`src/design/ptbl_pkg.sv`:
```
// ----------------------------------------------------------------------------
// ptbl_pkg: shared types and constants of the per-client token bucket limiter
// Widths, register indexes, reset values, controller states and the command
// and status groups that join the controller to the datapath.
// ----------------------------------------------------------------------------
package ptbl_pkg;

  localparam int CLIENTS = 64;
  localparam int SLOT_W  = 6;
  localparam int IDX_W   = (CLIENTS > 1) ? $clog2(CLIENTS) : 1;
  localparam int TOK_W   = 16;
  localparam int TIME_W  = 32;
  localparam int PROD_W  = TIME_W + TOK_W;
  localparam int CFG_IDX_W = 8;

  localparam logic [TOK_W-1:0] CAPACITY_RESET = 16'd100;
  localparam logic [TOK_W-1:0] REFILL_RESET   = 16'd10;

  localparam logic [CFG_IDX_W-1:0] REG_BUCKET_CAPACITY   = 8'd0;
  localparam logic [CFG_IDX_W-1:0] REG_REFILL_PER_SECOND = 8'd1;

  typedef struct packed {
    logic [TOK_W-1:0]  tokens;
    logic [TOK_W-1:0]  capacity;
    logic [TIME_W-1:0] last_time;
  } slot_entry_t;

  typedef enum logic [2:0] {
    S_IDLE,
    S_READ,
    S_MUL,
    S_SAT,
    S_DEC
  } state_t;

  typedef struct packed {
    logic load_in;
    logic capture;
    logic mul;
    logic sat;
    logic commit;
  } dp_cmd_t;

  typedef struct packed {
    logic out_free;
  } dp_status_t;

endpackage

```
`src/design/ptbl_ctrl.sv`:
```
// ----------------------------------------------------------------------------
// ptbl_ctrl: request sequencer
// Walks one request through read, multiply, saturate and decide, and holds
// the decide step until the output register can take the result.
// ----------------------------------------------------------------------------
module ptbl_ctrl (
  input  logic                 clk,
  input  logic                 rst,
  input  logic                 req_valid,
  output logic                 req_ready,
  input  ptbl_pkg::dp_status_t status,
  output ptbl_pkg::dp_cmd_t    cmd
);

  ptbl_pkg::state_t state;
  ptbl_pkg::state_t state_next;

  always_ff @(posedge clk) begin
    if (rst) begin
      state <= ptbl_pkg::S_IDLE;
    end else begin
      state <= state_next;
    end
  end

  always_comb begin
    state_next  = state;
    req_ready   = 1'b0;
    cmd         = '0;
    case (state)
      ptbl_pkg::S_IDLE: begin
        req_ready = 1'b1;
        if (req_valid) begin
          cmd.load_in = 1'b1;
          state_next  = ptbl_pkg::S_READ;
        end
      end
      ptbl_pkg::S_READ: begin
        cmd.capture = 1'b1;
        state_next  = ptbl_pkg::S_MUL;
      end
      ptbl_pkg::S_MUL: begin
        cmd.mul    = 1'b1;
        state_next = ptbl_pkg::S_SAT;
      end
      ptbl_pkg::S_SAT: begin
        cmd.sat    = 1'b1;
        state_next = ptbl_pkg::S_DEC;
      end
      ptbl_pkg::S_DEC: begin
        if (status.out_free) begin
          cmd.commit = 1'b1;
          state_next = ptbl_pkg::S_IDLE;
        end
      end
      default: begin
        state_next = ptbl_pkg::S_IDLE;
      end
    endcase
  end

endmodule

```
`config.mk`:
```
export PLATFORM = sky130hd
export DESIGN_NAME = ptbl_ctrl
export DESIGN_NICKNAME = d
export VERILOG_FILES = /design/src/design/ptbl_pkg.sv /design/src/design/ptbl_ctrl.sv
export SDC_FILE = /design/constraint.sdc
export NUM_CORES = 1
export LEC_CHECK = 0
export BUFFER_PORTS_ARGS = -buffer_cell sky130_fd_sc_hd__buf_2
export CORE_AREA = 2 2 39 41
export CTS_CLUSTER_DIAMETER = 100
export DETAILED_ROUTE_END_ITERATION = 16
export DIE_AREA = 0 0 41 43
export SLEW_MARGIN = 20
export SYNTH_ARGS = -nofsm -noshare
export SYNTH_HDL_FRONTEND = slang
export SYNTH_SLANG_ARGS = --single-unit
```
`constraint.sdc`:
```
create_clock -name clk -period 1 [get_ports clk]
set_input_delay 0.2 -clock clk [delete_from_list [all_inputs] [get_ports clk]]
set_output_delay 0.2 -clock clk [all_outputs]
set_load 0.03 [all_outputs]
```
==> metrics.txt, run 1 <==
vias in the first global route=185; Hold Path Stages=2; buffers inserted by post-CTS timing repair=0; GRT Residual Overflow=0; clock latency on the worst-skew pair=roughly 230 ps; CP Cell Sequence=nor4bb_4, buf_6; Post-Syn Area=~180 µm²; fin util=27.1%; first-pass GRT wire length=about 650 µm; Tot Pwr=~570 µW; largest net degree at the start of global routing=8; Final Critical Period=1260 ps; clock-pin slew on the worst setup and hold paths=~40 ps; count leader, synth=dfxtp_1; crit-path max FO=6; core area=roughly 0.0014 mm²; reg-to-reg endpoint=state[2]; final WL=421 µm; initial antenna violation count=0; FF-to-FF Start=state[2]; post-detailed-route wirelength per cell=between 8 and 9 µm; DR vias=between 150 and 200; RD Place Congestion=0.612; Top Layer Used=met3; # DRC=0; syn_nets=22; prevailing post-synth register cell=dfxtp_1; Post-synth EDFFs=0; Synth Register Bits=3; Worst EP arrival=around 1100 ps; Synth top area share=between 30% and 40%; met3 WL=around 19 µm; post-synthesis cell type count=15; DR vias/cell=3.70; CTS max path bufs=2; Worst Path Required=~800 ps; synth top area cells=dfxtp_1, nor3b_1, nor4b_2; Setup Viol. Count Final=6; Die Width=41 µm; maxcap violations=0; Hold Crit Class=input port to flop; port bufs=9; r2r setup slk=20 ps; RSZ-0062 raised after global routing=true; CTS sink cnt=3; Post-synth ARST share=0%; R2R depth=3; Crit-path slowest cell=dfxtp_4; 1st-pass router iterations=1; total CTS buffers=3; CP startpoint=state[1]; Die Height=approximately 43 µm; post-synthesis sequential area ratio=around a third; met2 WL=around 240 µm; drt initial violations=0; status=complete, but fails checks; H-tree Lvls=1; Final Max Tran Viols=0; Regs by FF count=state: 3 flops; Tot GR Track Use=between 5 and 6%; Syn-to-layout area delta=105%; Max stage delay on crit path=about 360 ps; Slew headroom=between 80 and 90%; Final Hold Viols=0; top post-synthesis cells by count=dfxtp_1, nor3b_1; io pins=10; Crit Path Category=flop to primary output; Biggest register=state; Worst VDD drop=0.485 mV; endpoint class of the critical path=primary output; Slew @ Worst Pin=roughly 230 ps; Starting Density=13.2%; Inserted Diodes=0; share of post-route cells with drive strength above 1=82.4%; Fillers=155; Power per Cell Area=1510 mW/mm²; fin cells=50; fin worst setup slack=-262 ps; HPWL Detailed=341 µm; FP Rows=14; failing checks=negative setup slack; wl on met1=approximately 160 µm; root buffer cell=clkbuf_4; Fmax=around 800 MHz; CTS tree=done; fin crit share=126%; Post-Synthesis Cells=18; final clock skew=approximately 2.4 ps; Yosys top cell by area=dfxtp_1; DIE AREA=roughly 0.0018 mm²; pre-CTS setup slack=-114 ps; syn_area_per_cell=around 10 µm²; crit path launch type=flop; crit path to=cmd[0]; dpl cells=46; Leakage=around 0.00017 µW; Final ANT Viol Nets=0; flip-flop count of the largest register after layout=3; nets=39; YS warnings=0
layout make-up:
type | count | area [µm²] | area share [%]
repair buffers | 15 | 124 | 33.0
flip-flops and latches | 3 | 71.3 | 19.0
clock buffers | 4 | 26.3 | 7.00
multi-input cells | 12 | 134 | 35.7
well taps | 16 | 20.0 | 5.33
report_power, final:
part / switching (µW) / internal [µW]
logic: 95.4 / 105
registers: 25.1 / 132
clock network: 59.4 / 149
total: 180 / 386
kinds of logic (layout without fill, tap and decap cells):
group | count (synthesis) | count (layout) | share of synthesized area (%)
AND/OR/NAND/NOR | 10 | 10 | 43.8
flip-flops | 3 | 3 | 32.9
buffers and inverters | 3 | 19 | 13.0
AO/OA/AOI/OAI | 1 | 1 | 5.48
XOR/XNOR | 1 | 1 | 4.80
routing by layer:
layer / vias up / track usage [%]
met2: 5 / 10.6
met5: - / 0
met1: 86 / 3.85
met4: 0 / 6.00
li1: 94 / -
met3: 0 / 0
critical path: cells and delay by family (launching register included):
| kind | cells | cell delay (ps) |
|---|---|---|
| buffers and inverters | 1 | 170 |
| and+or+nand+nor | 1 | 300 |
| DFF | 1 | 360 |
cell usage in the layout (no fill, tap or decap):
cell      n
and3b_2   1
dfxtp_4   3
nor3_4    1
buf_2     3
buf_6     5
nor4b_2   1
o21ba_1   1
nor3b_2   2
buf_4     7
clkbuf_1  1
nor4bb_4  1
clkbuf_4  3
and2_4    1
nor4_1    1
nor3_1    1
nor2_1    1
xnor2_1   1
per-stage QoR:
step	setup TNS (ps)	cell area [µm²]	hold WS (ps)
floorplan	-620	223	277
global placement	-641	303	400
finish	-1350	375	160
global route	-1630	375	159
CTS	-1500	364	152
detailed placement	-598	303	404
worst min path at each step:
| stage | startpoint | endpoint | slack [ps] |
|---|---|---|---|
| 6_report | rst | state[0] | 160 |
| 5_1_grt | rst | state[0] | 160 |
| 4_1_cts | rst | state[1] | 150 |
| 3_5_place_dp | rst | state[1] | 400 |
| 3_3_place_gp | rst | state[1] | 400 |
| 2_1_floorplan | rst | state[1] | 280 |
repair_timing:
| item | 4_1_cts | 5_1_grt |
|---|---|---|
| pin swaps | 5 | 6 |
| hold buffers | 0 | 0 |
| resized for setup | 14 | 5 |
| endpoints found under the setup margin | 7 | 7 |
| hold endpoints to repair | 0 | 0 |
(Power assumes the default switching activity.)
==> run 2: changes to the inputs <==
--- a/config.mk
+++ b/config.mk
@@ -14,3 +14,4 @@
 export SYNTH_ARGS = -nofsm -noshare
 export SYNTH_HDL_FRONTEND = slang
 export SYNTH_SLANG_ARGS = --single-unit
+export TNS_END_PERCENT = 50
==> metrics.txt, run 2 (synthesis results as in run 1) <==
fin worst setup slack=-258 ps (was -262 ps); Final Hold Viols=0 (unchanged); DR vias=182 (was 185); Final Max Tran Viols=0 (unchanged); flip-flop count of the largest register after layout=3 (unchanged); fin crit share=126% (about the same); post-detailed-route wirelength per cell=8.52 µm (was 8.42 µm); GRT Residual Overflow=0 (unchanged); io pins=10 (unchanged); RSZ-0062 raised after global routing=true (unchanged); port bufs=9 (unchanged); Regs by FF count=state: 3 flops (unchanged); first-pass GRT wire length=662 µm (was 648 µm); post-cts hold buffer count=0 (unchanged); commonest non-fill, non-tap cells in the layout=buf_4, buf_2, buf_6 (was buf_4, buf_6, clkbuf_4, buf_2, dfxtp_4); DIE AREA=0.00176 mm² (unchanged); met3 global-route usage=0% (unchanged); Worst EP arrival=1060 ps (about the same); RD Place Congestion=0.612 (unchanged); Final ANT Viol Nets=0 (unchanged); total CTS buffers=3 (unchanged); vias in the first global route=186 (was 185); Slew headroom=85.1% (was 84.9%); Power per Cell Area=1530 mW/mm² (was 1510 mW/mm²); Biggest register=state (unchanged); Hold Crit Class=input port to flop (unchanged); maxcap violations=0 (unchanged); final clock skew=3.89 ps (was 2.36 ps); Hold Path Stages=2 (unchanged); failing checks=negative setup slack (unchanged); met2 GRT Util=10.6% (unchanged); Die Height=43 µm (unchanged); drt initial violations=1 (was 0); Final Critical Period=1260 ps (about the same); Tot GR Track Use=5.62% (was 5.52%); Syn-to-layout area delta=101% (was 105%); crit-path max FO=6 (unchanged); 1st-pass router iterations=2 (was 1); status=complete, but fails checks (unchanged); Post-Layout Inst Area=368 µm² (was 375 µm²); placed inst area=303 µm² (unchanged); FP Rows=14 (unchanged); Die Width=41 µm (unchanged); clock-pin slew on the worst setup and hold paths=40 ps (about the same); initial antenna violation count=0 (unchanged); share of post-route cells with drive strength above 1=79.4% (was 82.4%); most common cell after layout, fill and taps aside=buf_4 (unchanged); DR vias/cell=3.64 (was 3.70); Leakage=0.000170 µW (was 0.000171 µW); Worst VDD drop=0.484 mV (was 0.485 mV); Starting Density=13.2% (unchanged); clock latency on the worst-skew pair=230 ps (about the same); crit path launch type=flop (unchanged); R2R depth=3 (unchanged); Worst Hold Launch=rst (unchanged); Worst Path Required=800 ps (about the same); HPWL Detailed=341 µm (unchanged); root buffer cell=clkbuf_4 (unchanged); CTS sink cnt=3 (unchanged); largest net degree at the start of global routing=8 (unchanged); CTS max path bufs=2 (unchanged); buffers inserted by post-CTS timing repair=0 (unchanged); H-tree Lvls=1 (unchanged); nets=39 (unchanged); CTS tree=done (unchanged); hold path endpoint=state[0] (unchanged); Inserted Diodes=0 (unchanged); gr busiest metal=met2 (unchanged); core area=0.00138 mm² (unchanged); Fmax=795 MHz (was 793 MHz); Slew @ Worst Pin=223 ps (was 227 ps); pre-CTS setup slack=-114 ps (unchanged); endpoint class of the critical path=primary output (unchanged); Setup Viol. Count Final=6 (unchanged); # DRC=0 (unchanged); reg-to-reg endpoint=state[2] (unchanged); FF-to-FF Start=state[2] (unchanged); r2r setup slk=10 ps (was 20 ps); final WL=426 µm (was 421 µm); met1 Track Usage GR=4.17% (was 3.85%); Crit Path Category=flop to primary output (unchanged)
## run 2: metal layers
metal | wire, µm | part of all wire [%]
met3 | 19 | 4.5
met2 | 256 | 60
met5 | 0 | 0
met1 | 150 | 35
met4 | 0 | 0
## run 2: repair_timing
item	in CTS	in global routing
endpoints found under the setup margin	7	7
pin swaps	4	3
resized for setup	13	2
## run 2: worst max-delay path: stages (launching register included)
cell and delay (ps):
dfxtp_4 360, nor4bb_4 300, buf_6 170
## run 2: how the worst max path moves through the flow
stage,slack [ps],end,from
2_1_floorplan,-250,cmd[4],state[1]
3_3_place_gp,-130,cmd[4],state[1]
3_5_place_dp,-110,cmd[4],state[1]
4_1_cts,-280,cmd[3],state[1]
5_1_grt,-310,cmd[0],state[1]
6_report,-260,cmd[0],state[1]
## run 2: cell type report
class	instances	area, µm²
Clock buffer	4	26.3
Fill cell	151	1020
Multi-Input combinational cell	12	133
Sequential cell	3	71.3
Tap cell	16	20.0
Timing Repair Buffer	15	118
## run 2: metrics by stage
step | utilization (%) | hold slack (ps) | setup TNS (ps) | total power (µW) | cells
floorplan | - | 277 | -620 | 292 | 18
global placement | 21.9 | 400 | -641 | 336 | 46
detailed placement | 21.9 | 404 | -598 | 335 | 46
CTS | 26.0 | 152 | -1500 | 572 | 50
global route | 26.6 | 157 | -1660 | 598 | 50
finish | 26.6 | 157 | -1370 | 562 | 50
## run 2: power by group
group	switching [µW]	total, µW	internal, µW
clock	61.1	211	149
sequential	25.3	157	132
combinational	95.2	194	98.9
==> run 3: changes to the inputs <==
--- a/config.mk
+++ b/config.mk
@@ -6,10 +6,11 @@
 export NUM_CORES = 1
 export LEC_CHECK = 0
 export BUFFER_PORTS_ARGS = -buffer_cell sky130_fd_sc_hd__buf_2
-export CORE_AREA = 2 2 39 41
+export CORE_AREA = 3 3 40 42
 export CTS_CLUSTER_DIAMETER = 100
 export DETAILED_ROUTE_END_ITERATION = 16
-export DIE_AREA = 0 0 41 43
+export DIE_AREA = 0 0 43 45
+export SKIP_LAST_GASP = 1
 export SLEW_MARGIN = 20
 export SYNTH_ARGS = -nofsm -noshare
 export SYNTH_HDL_FRONTEND = slang
==> metrics.txt, run 3 (synthesis results as in run 1) <==
Post-Layout Inst Area=397 µm² (was 368 µm²); maxcap violations=0 (unchanged); Worst Path Required=800 ps (about the same); DR vias/cell=3.79 (was 3.64); largest net degree at the start of global routing=8 (unchanged); Syn-to-layout area delta=117% (was 101%); CTS sink cnt=3 (unchanged); DR vias=201 (was 182); fin crit share=127% (was 126%); final clock skew=2.40 ps (was 3.89 ps); sequential fraction of design power=26.8% (was 27.9%); cell family with most CP delay=flip-flops (unchanged); vias in the first global route=224 (was 186); Worst EP arrival=1070 ps (was 1060 ps); CTS tree=done (unchanged); Sw Pwr=190 µW (was 182 µW); RSZ-0062 raised after global routing=true (unchanged); endpoint class of the critical path=primary output (unchanged); Worst VDD drop=0.388 mV (was 0.484 mV); Inserted Diodes=0 (unchanged); Int Power=400 µW (was 380 µW); fin cells=53 (was 50); Tot Pwr=590 µW (was 562 µW); Fillers=136 (was 151); total CTS buffers=3 (unchanged); post-cts hold buffer count=0 (unchanged); CP bufs+invs=1 (unchanged); Die Height=45 µm (was 43 µm); Crit Path Category=flop to primary output (unchanged); H-tree Lvls=1 (unchanged); fin util=30.9% (was 26.6%); Slew @ Worst Pin=202 ps (was 223 ps); flip-flop count of the largest register after layout=3 (unchanged); Final ANT Viol Nets=0 (unchanged); part of the power in combinational logic=37.3% (was 34.6%); FP Rows=13 (was 14); Biggest register=state (unchanged); RD Place Congestion=0.667 (was 0.612); Slew headroom=86.4% (was 85.1%); Hold Crit Class=input port to flop (unchanged); Regs by FF count=state: 3 flops (unchanged); Max stage delay on crit path=370 ps (was 360 ps); initial antenna violation count=0 (unchanged); nets=43 (was 39); root buffer cell=clkbuf_4 (unchanged); Die Width=43 µm (was 41 µm); commonest non-fill, non-tap cells in the layout=buf_4, buf_2, buf_6 (unchanged); clock-pin slew on the worst setup and hold paths=40 ps (about the same); Starting Density=14.2% (was 13.2%); GRT Residual Overflow=0 (unchanged); Clock power frac=35.9% (was 37.5%); port bufs=9 (unchanged); crit-path max FO=6 (unchanged); clock latency on the worst-skew pair=230 ps (about the same); core area=0.00128 mm² (was 0.00138 mm²); Fmax=788 MHz (was 795 MHz); CP Cell Sequence=nor3_4, and2_4, buf_6 (was nor4bb_4, buf_6); 1st-pass router iterations=3 (was 2); Final Critical Period=1270 ps (was 1260 ps); Sw Share=32.2% (was 32.3%); crit path launch type=flop (unchanged); Setup Viol. Count Final=7 (was 6); Leakage=0.000191 µW (was 0.000170 µW); io pins=10 (unchanged); post-detailed-route wirelength per cell=9.55 µm (was 8.52 µm); dpl cells=44 (was 46); # DRC=0 (unchanged); failing checks=negative setup slack (unchanged); Final Hold Viols=0 (unchanged); placed inst area=294 µm² (was 303 µm²); share of post-route cells with drive strength above 1=81.6% (was 79.4%); Crit-path slowest cell=dfxtp_4 (unchanged); status=complete, but fails checks (unchanged); fin worst setup slack=-269 ps (was -258 ps); most common cell after layout, fill and taps aside=buf_4 (unchanged); DIE AREA=0.00194 mm² (was 0.00176 mm²); final WL=506 µm (was 426 µm); first-pass GRT wire length=903 µm (was 662 µm); drt initial violations=4 (was 1); Tot GR Track Use=6.59% (was 5.62%); Final Max Tran Viols=0 (unchanged); CTS max path bufs=2 (unchanged); Power per Cell Area=1490 mW/mm² (was 1530 mW/mm²)
run 3: cell count changes in the layout (fill, tap and decap cells not counted), sizes merged:
| cell | before | now |
|---|---|---|
| buf | 15 | 19 |
run 3: final cells by class:
type                    count  area [µm²]  area share, %
multi-input cells          12         133           33.4
repair buffers             19         148           37.2
well taps                  15        18.8           4.73
flip-flops and latches      3        71.3           18.0
clock buffers               4        26.3           6.62
run 3: worst paths after layout:
kind / cells past startpoint / from / to / slack [ps]
hold / removal: 2 / rst / state[0] / 160
hold reg to reg: 3 / state[2] / state[0] / 660
setup reg to reg: 4 / state[1] / state[2] / -60
setup / recovery: 3 / state[0] / cmd[4] / -270
run 3: worst reg2reg max path, delay by kind of cell (launching register included):
kind                   cells  cell delay, ps
flip-flops                 1             370
buffers and inverters      2             260
AND/OR/NAND/NOR            1             230
AO/OA/AOI/OAI              1             130
run 3: power by group through the flow:
stage	clock network, µW	registers, µW	logic (µW)
2_1_floorplan	0	139	152
3_5_place_dp	0	163	166
5_1_grt	233	161	235
4_1_cts	221	158	208
3_3_place_gp	0	163	165
6_report	212	158	220
run 3: metrics by stage:
step	hold WS, ps	TNS (ps)	setup WS [ps]
5_1_grt	168	-1990	-324
3_5_place_dp	407	-892	-162
2_1_floorplan	277	-620	-249
4_1_cts	152	-1450	-277
3_3_place_gp	404	-831	-165
6_report	156	-1470	-269
run 3: timing repair:
item | 4_1_cts | 5_1_grt
setup buffers | 3 | 2
cloned | 0 | 0
pin swaps | 1 | 3
gates resized for setup | 14 | 1
endpoints found under the setup margin | 9 | 9
run 3: layer usage:
layer | wire length (µm) | global-route usage (%)
met5 | 0 | 0
met2 | 241 | 10.2
met3 | 48 | 3.59
met1 | 216 | 7.26
met4 | 0 | 3.61
